**src/sv/hsav_pkg.sv**
```systemverilog
// ----------------------------------------------------------------------------
// Hall decoder package
// Types, constants and the sector table of the Hall position/speed decoder.
// ----------------------------------------------------------------------------
`timescale 1ns / 1ps

package hsav_pkg;

  // Divider widths: dividend covers two pi * 1e6 at the finest fraction
  localparam int DIV_W     = 48;
  localparam int DVS_W     = 32;
  localparam int DIV_CNT_W = 6;

  localparam int    TP_W              = 27;
  localparam longint USEC_PER_SEC     = 1000000;
  localparam logic [31:0] INTERP_MAX_PERIOD = 32'd50000;
  localparam logic [31:0] INTERP_MAX_AGE    = 32'd500000;

  typedef enum logic [3:0] {
    ST_IDLE,
    ST_TOT_GO,
    ST_TOT_WT,
    ST_ANG_GO,
    ST_ANG_WT,
    ST_I1_GO,
    ST_I1_WT,
    ST_I2_GO,
    ST_I2_WT,
    ST_VEL,
    ST_V1_GO,
    ST_V1_WT,
    ST_V2_GO,
    ST_V2_WT,
    ST_OUT
  } hsav_state_e;

  typedef struct packed {
    logic             start;
    logic [DIV_W-1:0] dividend;
    logic [DVS_W-1:0] divisor;
  } div_req_t;

  typedef struct packed {
    logic             done;
    logic [DIV_W-1:0] quo;
    logic [DVS_W-1:0] rem;
  } div_rsp_t;

  // Hall code to sector; codes 0 and 7 are invalid and map to -1
  function automatic logic signed [3:0] sector_map(input logic [2:0] hall);
    logic signed [3:0] s;
    unique case (hall)
      3'd1:    s = 4'sd0;
      3'd2:    s = 4'sd4;
      3'd3:    s = 4'sd5;
      3'd4:    s = 4'sd2;
      3'd5:    s = 4'sd1;
      3'd6:    s = 4'sd3;
      default: s = -4'sd1;
    endcase
    return s;
  endfunction

endpackage

```
**src/sv/hsav_div.sv**
```systemverilog
// ----------------------------------------------------------------------------
// Hall decoder divider
// Restoring unsigned divider, one quotient bit per cycle.
// ----------------------------------------------------------------------------
`timescale 1ns / 1ps

module hsav_div import hsav_pkg::*; (
  input  logic     clk_i,
  input  logic     rst_ni,
  input  div_req_t req_i,
  output div_rsp_t rsp_o
);

  logic                 busy_q;
  logic                 done_q;
  logic [DIV_CNT_W-1:0] cnt_q;
  logic [DIV_W-1:0]     quo_q;
  logic [DVS_W-1:0]     rem_q;
  logic [DVS_W-1:0]     dvs_q;
  logic [DVS_W:0]       shifted;
  logic [DVS_W:0]       trial;
  logic                 fits;

  // Trial subtract of the divisor from the shifted partial remainder
  assign shifted = {rem_q, quo_q[DIV_W-1]};
  assign trial   = shifted - {1'b0, dvs_q};
  assign fits    = ~trial[DVS_W];

  // Control: load on start, count down the quotient bits
  always_ff @(posedge clk_i or negedge rst_ni) begin
    if (!rst_ni) begin
      busy_q <= 1'b0;
      done_q <= 1'b0;
      cnt_q  <= '0;
    end else begin
      done_q <= 1'b0;
      if (req_i.start) begin
        busy_q <= 1'b1;
        cnt_q  <= DIV_CNT_W'(DIV_W);
      end else if (busy_q) begin
        cnt_q <= cnt_q - DIV_CNT_W'(1);
        if (cnt_q == DIV_CNT_W'(1)) begin
          busy_q <= 1'b0;
          done_q <= 1'b1;
        end
      end
    end
  end

  // Datapath: shift in one quotient bit per cycle
  always_ff @(posedge clk_i) begin
    if (req_i.start) begin
      quo_q <= req_i.dividend;
      rem_q <= '0;
      dvs_q <= req_i.divisor;
    end else if (busy_q) begin
      quo_q <= {quo_q[DIV_W-2:0], fits};
      rem_q <= fits ? trial[DVS_W-1:0] : shifted[DVS_W-1:0];
    end
  end

  assign rsp_o.done = done_q;
  assign rsp_o.quo  = quo_q;
  assign rsp_o.rem  = rem_q;

endmodule

```
**src/sv/hall_sensor_angle_velocity.sv**
```systemverilog
// ----------------------------------------------------------------------------
// Hall sensor angle and velocity decoder
// Decodes Hall edges into direction, period and turns; on update requests
// derives angle, full turns and interpolated angle, and on every request velocity.
// ----------------------------------------------------------------------------
//  channel  | handshake               | payload
//  ---------+-------------------------+-------------------------------------
//  in       | in_valid_i / in_ready_o | func_i, hall_bits_i, now_us_i
//  out      | out_valid_o/out_ready_i | shaft_angle_o .. edge_taken_o
//  cfg      | cfg_we_i                | cfg_wdata_i (pole pairs)
//
//  Each division on the shared divider is a start followed by one quotient
//  bit per dividend bit, with the done pulse raised as the last bit shifts in.
//  An edge-only request runs up to two divisions; an update request runs
//  up to six. in_ready_o is high only when idle, from the cycle after the
//  result loads; a result still waiting in the output register stalls the
//  load.
//  Reset is asynchronous, active low; pole pairs reset to one.
// ----------------------------------------------------------------------------
`timescale 1ns / 1ps

module hall_sensor_angle_velocity import hsav_pkg::*; #(
  parameter int FRAC_BITS = 16,
  parameter int TIME_BITS = 32
) (
  input  logic               clk_i,
  input  logic               rst_ni,
  input  logic               cfg_we_i,
  input  logic [6:0]         cfg_wdata_i,
  input  logic               in_valid_i,
  output logic               in_ready_o,
  input  logic               func_i,
  input  logic [2:0]         hall_bits_i,
  input  logic [31:0]        now_us_i,
  output logic               out_valid_o,
  input  logic               out_ready_i,
  output logic signed [31:0] shaft_angle_o,
  output logic signed [31:0] turn_angle_o,
  output logic signed [31:0] velocity_o,
  output logic signed [31:0] full_turns_o,
  output logic               rotating_ccw_o,
  output logic               edge_taken_o
);

  localparam longint TwoPiL = (((64'sd210828714 >>> (24 - FRAC_BITS)) + 1) >>> 1);
  localparam logic [TP_W-1:0]  TWO_PI  = TP_W'(TwoPiL);
  localparam logic [DIV_W-1:0] VEL_NUM = DIV_W'(TwoPiL * USEC_PER_SEC);

  hsav_state_e state_q, state_d;

  // Edge tracking state
  logic [6:0]           pp_q;
  logic [2:0]           last_hall_q;
  logic signed [3:0]    sector_q;
  logic [31:0]          eturns_q;
  logic signed [1:0]    dir_now_q;
  logic signed [1:0]    dir_before_q;
  logic [TIME_BITS-1:0] edge_time_q;
  logic [TIME_BITS-1:0] period_q;
  logic                 fresh_q;

  // Work registers
  logic [TIME_BITS-1:0] now_q;
  logic                 taken_q;
  logic                 neg_q, neg_d;
  logic [9:0]           rmag_q, rmag_d;
  logic [DIV_W-1:0]     tmp_q, tmp_d;
  logic [31:0]          angle_q, angle_d;
  logic [31:0]          turns_q, turns_d;
  logic [31:0]          vel_q, vel_d;
  logic                 fresh_clr;
  logic                 out_load;

  // Output registers
  logic        out_valid_q;
  logic [31:0] shaft_q, tangle_q, velo_q, fturns_q;
  logic        ccw_q, etaken_q;

  div_req_t div_req;
  div_rsp_t div_rsp;

  logic                 in_acc;
  logic                 hall_chg;
  logic signed [3:0]    ns;
  logic signed [4:0]    diff;
  logic signed [1:0]    dir_new;
  logic [31:0]          eturns_new;
  logic [TIME_BITS-1:0] now_m;
  logic [6:0]           pp_eff;
  logic [9:0]           cpr;
  logic [TIME_BITS-1:0] dt;
  logic [31:0]          dt32, per32;
  logic                 interp_ok, stale;
  logic signed [35:0]   t36, total;
  logic                 tot_neg;
  logic [35:0]          tot_mag;
  logic [36:0]          ang_prod;
  logic [45:0]          i_prod;
  logic [31:0]          qlo;

  assign in_acc = in_valid_i & in_ready_o;
  assign now_m  = now_us_i[TIME_BITS-1:0];

  // Counts per turn, zero pole pairs treated as one
  assign pp_eff = (pp_q == 7'd0) ? 7'd1 : pp_q;
  assign cpr    = ({3'b0, pp_eff} << 2) + ({3'b0, pp_eff} << 1);

  // Edge step: sector, direction and turn wrap
  always_comb begin
    hall_chg   = hall_bits_i != last_hall_q;
    ns         = sector_map(hall_bits_i);
    diff       = {ns[3], ns} - {sector_q[3], sector_q};
    eturns_new = eturns_q;
    if (diff > 5'sd3) begin
      dir_new    = -2'sd1;
      eturns_new = eturns_q - 32'd1;
    end else if (diff < -5'sd3) begin
      dir_new    = 2'sd1;
      eturns_new = eturns_q + 32'd1;
    end else begin
      dir_new = (ns > sector_q) ? 2'sd1 : -2'sd1;
    end
  end

  // Timing checks for interpolation and staleness
  assign dt        = now_q - edge_time_q;
  assign dt32      = 32'(dt);
  assign per32     = 32'(period_q);
  assign interp_ok = (per32 < INTERP_MAX_PERIOD) && (dt32 < INTERP_MAX_AGE) &&
                     (per32 != 32'd0);
  assign stale     = {1'b0, dt} > {period_q, 1'b0};

  // Total sector count and its magnitude
  assign t36     = {{4{eturns_q[31]}}, eturns_q};
  assign total   = (t36 <<< 2) + (t36 <<< 1) + 36'(sector_q);
  assign tot_neg = total[35];
  assign tot_mag = tot_neg ? 36'(-total) : 36'(total);

  assign ang_prod = rmag_q * TWO_PI;
  assign i_prod   = dt32[18:0] * TWO_PI;
  assign qlo      = div_rsp.quo[31:0];

  // Sequencer: next state, divider operands and work register updates
  always_comb begin
    state_d   = state_q;
    div_req   = '0;
    neg_d     = neg_q;
    rmag_d    = rmag_q;
    tmp_d     = tmp_q;
    angle_d   = angle_q;
    turns_d   = turns_q;
    vel_d     = vel_q;
    fresh_clr = 1'b0;
    out_load  = 1'b0;
    unique case (state_q)
      ST_IDLE: begin
        if (in_valid_i) state_d = func_i ? ST_TOT_GO : ST_VEL;
      end
      ST_TOT_GO: begin
        div_req.start    = 1'b1;
        div_req.dividend = DIV_W'(tot_mag);
        div_req.divisor  = DVS_W'(cpr);
        state_d          = ST_TOT_WT;
      end
      ST_TOT_WT: begin
        if (div_rsp.done) begin
          turns_d = tot_neg ? -qlo : qlo;
          neg_d   = tot_neg;
          rmag_d  = div_rsp.rem[9:0];
          state_d = ST_ANG_GO;
        end
      end
      ST_ANG_GO: begin
        div_req.start    = 1'b1;
        div_req.dividend = DIV_W'(ang_prod);
        div_req.divisor  = DVS_W'(cpr);
        state_d          = ST_ANG_WT;
      end
      ST_ANG_WT: begin
        if (div_rsp.done) begin
          angle_d = neg_q ? -qlo : qlo;
          if (fresh_q) begin
            fresh_clr = 1'b1;
            state_d   = ST_VEL;
          end else if (interp_ok) begin
            if (dt32 < per32) begin
              state_d = ST_I1_GO;
            end else begin
              tmp_d   = DIV_W'(TWO_PI);
              state_d = ST_I2_GO;
            end
          end else begin
            state_d = ST_VEL;
          end
        end
      end
      ST_I1_GO: begin
        div_req.start    = 1'b1;
        div_req.dividend = DIV_W'(i_prod);
        div_req.divisor  = per32;
        state_d          = ST_I1_WT;
      end
      ST_I1_WT: begin
        if (div_rsp.done) begin
          tmp_d   = div_rsp.quo;
          state_d = ST_I2_GO;
        end
      end
      ST_I2_GO: begin
        div_req.start    = 1'b1;
        div_req.dividend = tmp_q;
        div_req.divisor  = DVS_W'(cpr);
        state_d          = ST_I2_WT;
      end
      ST_I2_WT: begin
        if (div_rsp.done) begin
          if (dir_now_q == 2'sd1)       angle_d = angle_q + qlo;
          else if (dir_now_q == -2'sd1) angle_d = angle_q - qlo;
          state_d = ST_VEL;
        end
      end
      ST_VEL: begin
        if (period_q == '0 || stale) begin
          vel_d   = 32'd0;
          state_d = ST_OUT;
        end else begin
          state_d = ST_V1_GO;
        end
      end
      ST_V1_GO: begin
        div_req.start    = 1'b1;
        div_req.dividend = VEL_NUM;
        div_req.divisor  = per32;
        state_d          = ST_V1_WT;
      end
      ST_V1_WT: begin
        if (div_rsp.done) begin
          tmp_d   = div_rsp.quo;
          state_d = ST_V2_GO;
        end
      end
      ST_V2_GO: begin
        div_req.start    = 1'b1;
        div_req.dividend = tmp_q;
        div_req.divisor  = DVS_W'(cpr);
        state_d          = ST_V2_WT;
      end
      ST_V2_WT: begin
        if (div_rsp.done) begin
          // Apply direction and saturate to 32 bits signed
          if (dir_now_q == 2'sd1) begin
            vel_d = (div_rsp.quo > DIV_W'(32'h7fffffff)) ? 32'h7fffffff : qlo;
          end else if (dir_now_q == -2'sd1) begin
            vel_d = (div_rsp.quo > DIV_W'(32'h80000000)) ? 32'h80000000 : -qlo;
          end else begin
            vel_d = 32'd0;
          end
          state_d = ST_OUT;
        end
      end
      ST_OUT: begin
        if (!out_valid_q || out_ready_i) begin
          out_load = 1'b1;
          state_d  = ST_IDLE;
        end
      end
      default: state_d = ST_IDLE;
    endcase
  end

  // State register
  always_ff @(posedge clk_i or negedge rst_ni) begin
    if (!rst_ni) state_q <= ST_IDLE;
    else         state_q <= state_d;
  end

  // Configuration, edge tracking state and the angle and turn work registers
  always_ff @(posedge clk_i or negedge rst_ni) begin
    if (!rst_ni) begin
      pp_q         <= 7'd1;
      last_hall_q  <= '0;
      sector_q     <= '0;
      eturns_q     <= '0;
      dir_now_q    <= '0;
      dir_before_q <= '0;
      edge_time_q  <= '0;
      period_q     <= '0;
      fresh_q      <= 1'b0;
      angle_q      <= '0;
      turns_q      <= '0;
    end else begin
      if (cfg_we_i) pp_q <= cfg_wdata_i;
      angle_q <= angle_d;
      turns_q <= turns_d;
      if (fresh_clr) fresh_q <= 1'b0;
      if (in_acc && hall_chg) begin
        last_hall_q  <= hall_bits_i;
        sector_q     <= ns;
        eturns_q     <= eturns_new;
        dir_now_q    <= dir_new;
        dir_before_q <= dir_new;
        period_q     <= (dir_new == dir_before_q) ? now_m - edge_time_q : '0;
        edge_time_q  <= now_m;
        fresh_q      <= 1'b1;
      end
    end
  end

  // Request capture and scratch registers
  always_ff @(posedge clk_i) begin
    if (in_acc) begin
      now_q   <= now_m;
      taken_q <= hall_chg;
    end
    neg_q  <= neg_d;
    rmag_q <= rmag_d;
    tmp_q  <= tmp_d;
    vel_q  <= vel_d;
  end

  // Output register: load a finished result, drop it when taken
  always_ff @(posedge clk_i or negedge rst_ni) begin
    if (!rst_ni) begin
      out_valid_q <= 1'b0;
    end else if (out_load) begin
      out_valid_q <= 1'b1;
    end else if (out_ready_i) begin
      out_valid_q <= 1'b0;
    end
  end

  always_ff @(posedge clk_i) begin
    if (out_load) begin
      shaft_q  <= 32'(turns_q * 32'(TWO_PI)) + angle_q;
      tangle_q <= angle_q;
      velo_q   <= vel_q;
      fturns_q <= turns_q;
      ccw_q    <= dir_now_q == -2'sd1;
      etaken_q <= taken_q;
    end
  end

  hsav_div u_div (
    .clk_i  (clk_i),
    .rst_ni (rst_ni),
    .req_i  (div_req),
    .rsp_o  (div_rsp)
  );

  assign in_ready_o     = state_q == ST_IDLE;
  assign out_valid_o    = out_valid_q;
  assign shaft_angle_o  = shaft_q;
  assign turn_angle_o   = tangle_q;
  assign velocity_o     = velo_q;
  assign full_turns_o   = fturns_q;
  assign rotating_ccw_o = ccw_q;
  assign edge_taken_o   = etaken_q;

endmodule

```
**config.mk**
```make
export PLATFORM = sky130hd
export DESIGN_NAME = hall_sensor_angle_velocity
export DESIGN_NICKNAME = d
export VERILOG_FILES = /design/src/sv/hsav_pkg.sv /design/src/sv/hsav_div.sv /design/src/sv/hall_sensor_angle_velocity.sv
export SDC_FILE = /design/constraint.sdc
export NUM_CORES = 2
export LEC_CHECK = 0
export BUFFER_PORTS_ARGS = -buffer_cell sky130_fd_sc_hd__buf_2
export CELL_PAD_IN_SITES_DETAIL_PLACEMENT = 1
export CELL_PAD_IN_SITES_GLOBAL_PLACEMENT = 1
export CORE_MARGIN = 5
export CORE_UTILIZATION = 46
export CTS_CLUSTER_DIAMETER = 60
export CTS_CLUSTER_SIZE = 16
export DETAILED_ROUTE_END_ITERATION = 7
export GPL_TIMING_DRIVEN = 0
export PLACE_DENSITY = 0.83
export SLEW_MARGIN = 0
export SYNTH_ARGS = -nofsm -noshare
export SYNTH_HDL_FRONTEND = slang
export SYNTH_SLANG_ARGS = --single-unit
```
**constraint.sdc**
```tcl
create_clock -name clk_i -period 8.9 [get_ports clk_i]
set_clock_uncertainty 0.15 [all_clocks]
set_input_delay 1.78 -clock clk_i [delete_from_list [all_inputs] [get_ports clk_i]]
set_output_delay 1.78 -clock clk_i [all_outputs]
set_load 0.01 [all_outputs]
```
### Word level (Yosys, flattened, before mapping)

Index checks and enable logic that the tools add are counted.

* output and inout bits: 132
* word-level logic and storage cells: 187
* input port bits: 48
* bits in registers: 556

* bitwise gates (word level): 2
* reductions and logical operators: 25
* multiply operators: 3
* magnitude comparators: 9
* eq/ne operators: 39
* add/sub/neg operators: 15
* muxes and demuxes: 64

Operator list (count)
* $mux 32: 16
* $pmux 81 s5: 1
* $mux 48: 7
* $pmux 32 s2: 2
* $pmux 48 s2: 1
* $sub 32x32->32: 3
* $add 32x32->32: 2
* $pmux 4 s15: 1
* $gt 48x31->1 const B: 1
* $gt 48x32->1 const B: 1
* $mux 4: 11
* $mul 19x19->38 const B: 1
* $add 35x4->36: 1
* $mux 36: 1
* $neg 36->36: 1
* $add 34x33->35: 1
* $gt 32x33->1: 1
* $sub 33x32->33: 1
* $add 32x1->32 const B: 1
* $logic_not 32->1: 1
* $lt 32x16->1 const B: 1
* $lt 32x19->1 const B: 1
* $lt 32x32->1: 1
* $mul 32x19->32 const B: 1
* other kinds (45): 98

### Logic depth before layout (Yosys ltp)

* depth after elaboration: 8
* depth in mapped cells: 37
* mapped depth without buffers: 36

### Cells and area by module

From an unflattened synthesis, not the netlist that was laid out.

* cells, all modules: 5511
* area, all modules: 53438.8 um2

By module, submodules not included
* hall_sensor_angle_velocity: seq. area each 12182.9 um2, area an instance 46773.6 um2, instances 1, cells each 4920
* hsav_div: seq. area each 3243.1 um2, area an instance 6665.1 um2, instances 1, cells each 591

### Worst setup path after synthesis

No wires, ideal clock.

* path kind: register to register
* from: reg now_q[0]
* to: reg u_div.quo_q[37] (data pin)
* slack: 0.128 ns
* data required time: 8.482 ns
* stages on the path, launching flop included: 37
* buffers on the path: 1
* period minus slack after synthesis: 8.772 ns
* setup time: 0.268 ns
* arrival: 8.353 ns
* path through: edfxtp_1 inv_1 ha_1 inv_1 fa_1 a21o_1 a21oi_1 o21ai_0 a21oi_1 xor2_1 clkinv_1 ha_1 xnor2_1 inv_1 ha_1 xnor2_1 fa_1 inv_1 ha_1 fa_1 inv_1 fa_1 inv_1 ha_1 clkbuf_1 and4_1 and2_1 a22oi_1 a31oi_1 a221o_1 a21oi_1 o21ai_0 a31oi_1 o21ai_0 a31oi_1 xnor2_1 o21ai_0

* cells in the longest elaborated chain, start to end: 4

RTL lines
* start, declared: RTL line hall_sensor_angle_velocity.sv:63 `logic [TIME_BITS-1:0] now_q;`
* start signal, assigned: RTL line hall_sensor_angle_velocity.sv:312 `now_q <= now_m;`
* $sub 32x32->32: RTL line hall_sensor_angle_velocity.sv:126 `assign dt = now_q - edge_time_q;`
* $mul 19x19->38: RTL line hall_sensor_angle_velocity.sv:140 `assign i_prod = dt32[18:0] * TWO_PI;`
* $pmux 81 s5: RTL line hall_sensor_angle_velocity.sv:155 `unique case (state_q)`
* $mux 48: RTL line hsav_div.sv:52 `if (req_i.start) begin`
* end signal, assigned: RTL line hsav_div.sv:53 `quo_q <= req_i.dividend;`
* end signal, assigned: RTL line hsav_div.sv:57 `quo_q <= {quo_q[DIV_W-2:0], fits};`
* end, declared: RTL line hsav_div.sv:17 `logic [DIV_W-1:0] quo_q;`

Every way passes these cells.
A chain may end at the register's enable or synchronous reset.

### Final worst setup path

Ends and elaborated chain as after synthesis.

==> results.sh <==
export IMPL_status="finished, final reports clean"
export IMPL_path_class="register to register"
export IMPL_root_buffer="clkbuf_16"
export IMPL_tightest_slew_ns=1.34
export IMPL_firstDrtPassIters=6
export IMPL_synth_async_sr_flop_share_pct=34.2
export IMPL_drt_iter0_markers=2973
export IMPL_slowest_stage="fa_1"
export IMPL_clk_latency_ns=0.67
export IMPL_cp_common_cell="inv_1"
export IMPL_synth_seq_cells=556
export IMPL_area_delta_synth_final_pct=11.9
export IMPL_crit_fanout=9
export IMPL_grt_pass1_wl_um=273000
export IMPL_grt_usage_pct=28.7
export IMPL_grt_pass1_vias=47248
export IMPL_min_path_type="register to register"
export IMPL_drive_gt1_share_pct=8.91
export IMPL_cts_max_level=3
export IMPL_hpwl_um=138000
export IMPL_cap_violations=0
export IMPL_r2r_end="u_div.quo_q[37]$_DFFE_PP_"
export IMPL_cts_hold_buf=0
export IMPL_hold_depth=0
export IMPL_initial_utilization_pct=46.1
export IMPL_worst_r2r_path_depth=34
export IMPL_synth_area_um2=52500
export IMPL_fin_crit_sh_pct=97.2
export IMPL_yosysMostFrequentCell="inv_1"
export IMPL_yosys_top_cells_area="edfxtp_1, ha_1, fa_1, dfrtp_1, inv_1"
export IMPL_hold_violations=0
export IMPL_viasPerCell=5.93
export IMPL_cp_required_ns=9.11
export IMPL_path_clk_slew_ns=0.07
export IMPL_synth_common_cells="inv_1, ha_1, a21oi_1"
export IMPL_synth_seq_area_share_pct=29.4
export IMPL_vias=43325
export IMPL_port_buffers=177
export IMPL_start_kind="register"
export IMPL_synth_top_cell_area_share_pct=19.1
export IMPL_die_height_um=348
export IMPL_min_from="vel_q[1]$_SDFFCE_PP0P_"
export IMPL_yosysWarnings=0
export IMPL_setup_violations=0
export IMPL_wirelength_um=177000
export IMPL_cts_tree="yes"
export IMPL_die_area_um2=121000
export IMPL_grt_setup_unrepaired="true"
export IMPL_arrival_ns=8.87
export IMPL_hold_worst_slack_ns=0.272
export IMPL_r2r_start="now_q[0]$_DFFE_PP_"
export IMPL_fp_row_count=124
export IMPL_ys_flop_type="edfxtp_1"
export IMPL_regToRegSetupSlack_ns=0.25
export IMPL_antenna_found_initial=0
export IMPL_max_freq_mhz=116
export IMPL_yosys_area_top_type="edfxtp_1"
export IMPL_grt_overflow_total=0
export IMPL_period_minus_slack_ns=8.65
export IMPL_hold_path_endpoint="velocity_o[1]$_DFFE_PP_"
export IMPL_netlist_instances=5441
export IMPL_cts_num_sinks=556
export IMPL_place_congestion=0.954
export IMPL_cts_buffers=71
export IMPL_cpPeakStageDelay_ns=0.60
export IMPL_ioPinCount=180
export IMPL_fin_nets=6769
export IMPL_avgSynthCellArea_um2=9.66
export IMPL_worst_setup_path_end_kind="register"
export IMPL_drv_slew=0
export IMPL_coreArea_um2=114000
export IMPL_ant_nets=0
export IMPL_ys_types=95
export IMPL_drc=0
export IMPL_clockBufferDepth=3
export IMPL_antenna_cells=0
export IMPL_syn_nets=6477
export IMPL_wire_per_inst_um=24.3
export IMPL_grt_max_degree=100
export IMPL_die_w_um=348
export IMPL_maxSlewHeadroom_pct=10.5
export IMPL_synth_edf_count=334
## worst max-delay path by stage
stage | startpoint | to
final | now_q[0]$_DFFE_PP_ | u_div.quo_q[37]$_DFFE_PP_
after global routing | now_q[0]$_DFFE_PP_ | u_div.quo_q[36]$_DFFE_PP_
after CTS | now_q[0]$_DFFE_PP_ | u_div.quo_q[36]$_DFFE_PP_
after detailed placement | now_q[0]$_DFFE_PP_ | u_div.quo_q[33]$_DFFE_PP_
after global placement | out_ready_i | turn_angle_o[19]$_DFFE_PP_
after floorplan | now_q[0]$_DFFE_PP_ | u_div.quo_q[37]$_DFFE_PP_
## logic make-up (layout without fill, tap and decap cells)
family | after synthesis | in the layout | synth area share (%)
flip-flops | 556 | 556 | 29.4
AND/OR/NAND/NOR | 1230 | 1230 | 11.3
multiplexers | 71 | 71 | 1.44
adder cells (fa/ha/maj) | 991 | 991 | 28.9
AO/OA/AOI/OAI | 1296 | 1296 | 15.4
XOR/XNOR | 428 | 428 | 7.13
buffers and inverters | 869 | 1217 | 6.41
## cell type report
type / count / area (um^2)
Clock buffer: 79 / 1870
Tap cell: 1512 / 1890
Fill cell: 12912 / 55100
Inverter: 686 / 2580
Clock inverter: 50 / 577
Buffer: 181 / 788
Multi-Input combinational cell: 4016 / 34300
Sequential cell: 556 / 15400
Timing Repair Buffer: 221 / 1400
## cell usage in the layout (no fill, tap or decap), drive strengths merged, types with 147 or more instances in the layout
master / netlist / routed
inv: 684 / 709
dfrtp: 189 / 189
edfxtp: 334 / 334
clkbuf: 156 / 233
nand2: 384 / 384
nor2: 300 / 300
fa: 374 / 374
xnor2: 266 / 266
o21ai: 349 / 349
ha: 614 / 614
a21oi: 397 / 397
a21o: 147 / 147
buf: 27 / 246
xor2: 162 / 162
## per-layer routing
metal	global-route usage, %	vias to the layer above	wire length, um
met1	32.9	21803	67000
met2	51.2	1459	88300
met5	0	-	0
met4	17.0	0	12600
li1	-	19518	-
met3	3.60	545	9200
## state kept, by name, indices dropped and copies added, names as in the netlist, 7 cells and up
register and cells:
now_q 32, edge_time_q 32, per32 32, vel_q 32, velocity_o 32, rmag_q 10, eturns_q 32, u_div.dvs_q 32
u_div.quo_q 48, tmp_q 48, angle_q 32, pp_q 7, shaft_angle_o 32, turns_q 32, full_turns_o 32, u_div.rem_q 32
turn_angle_o 32
## what timing repair did
action | in CTS | in global routing
setup endpoints to repair | 24 | 15
buffers inserted | 15 | 14
pin swaps | 10 | 8
resized for setup | 52 | 42
## worst max-delay path, delay by kind of cell, from the launching register on
family                     cells  cell delay (ns)
xor gates and xnor gates       3             0.67
adders and majority gates      9             3.55
buffers and inverters          7             0.69
AOI/OAI and AO/OA             13             2.51
and+or+nand+nor                2             0.37
DFF                            1             0.36
## stage by stage
| stage | area [um^2] | std cells | setup TNS, ns | setup WS, ns | util, % |
|---|---|---|---|---|---|
| floorplan | 52500 | 5441 | 0 | 0.128 | - |
| global placement | 55300 | 7130 | -334.89 | -2.45 | 48.6 |
| CTS | 58500 | 7287 | 0 | 0.000686 | 51.4 |
| global route | 58800 | 7301 | -0.964 | -0.153 | 51.6 |
| finish | 58800 | 7301 | 0 | 0.247 | 51.6 |
| detailed placement | 55700 | 7144 | -24.89 | -2.11 | 48.9 |
Power is not shown: default switching activity piles up to over one toggle a cycle in this logic, so the estimate is an artifact.
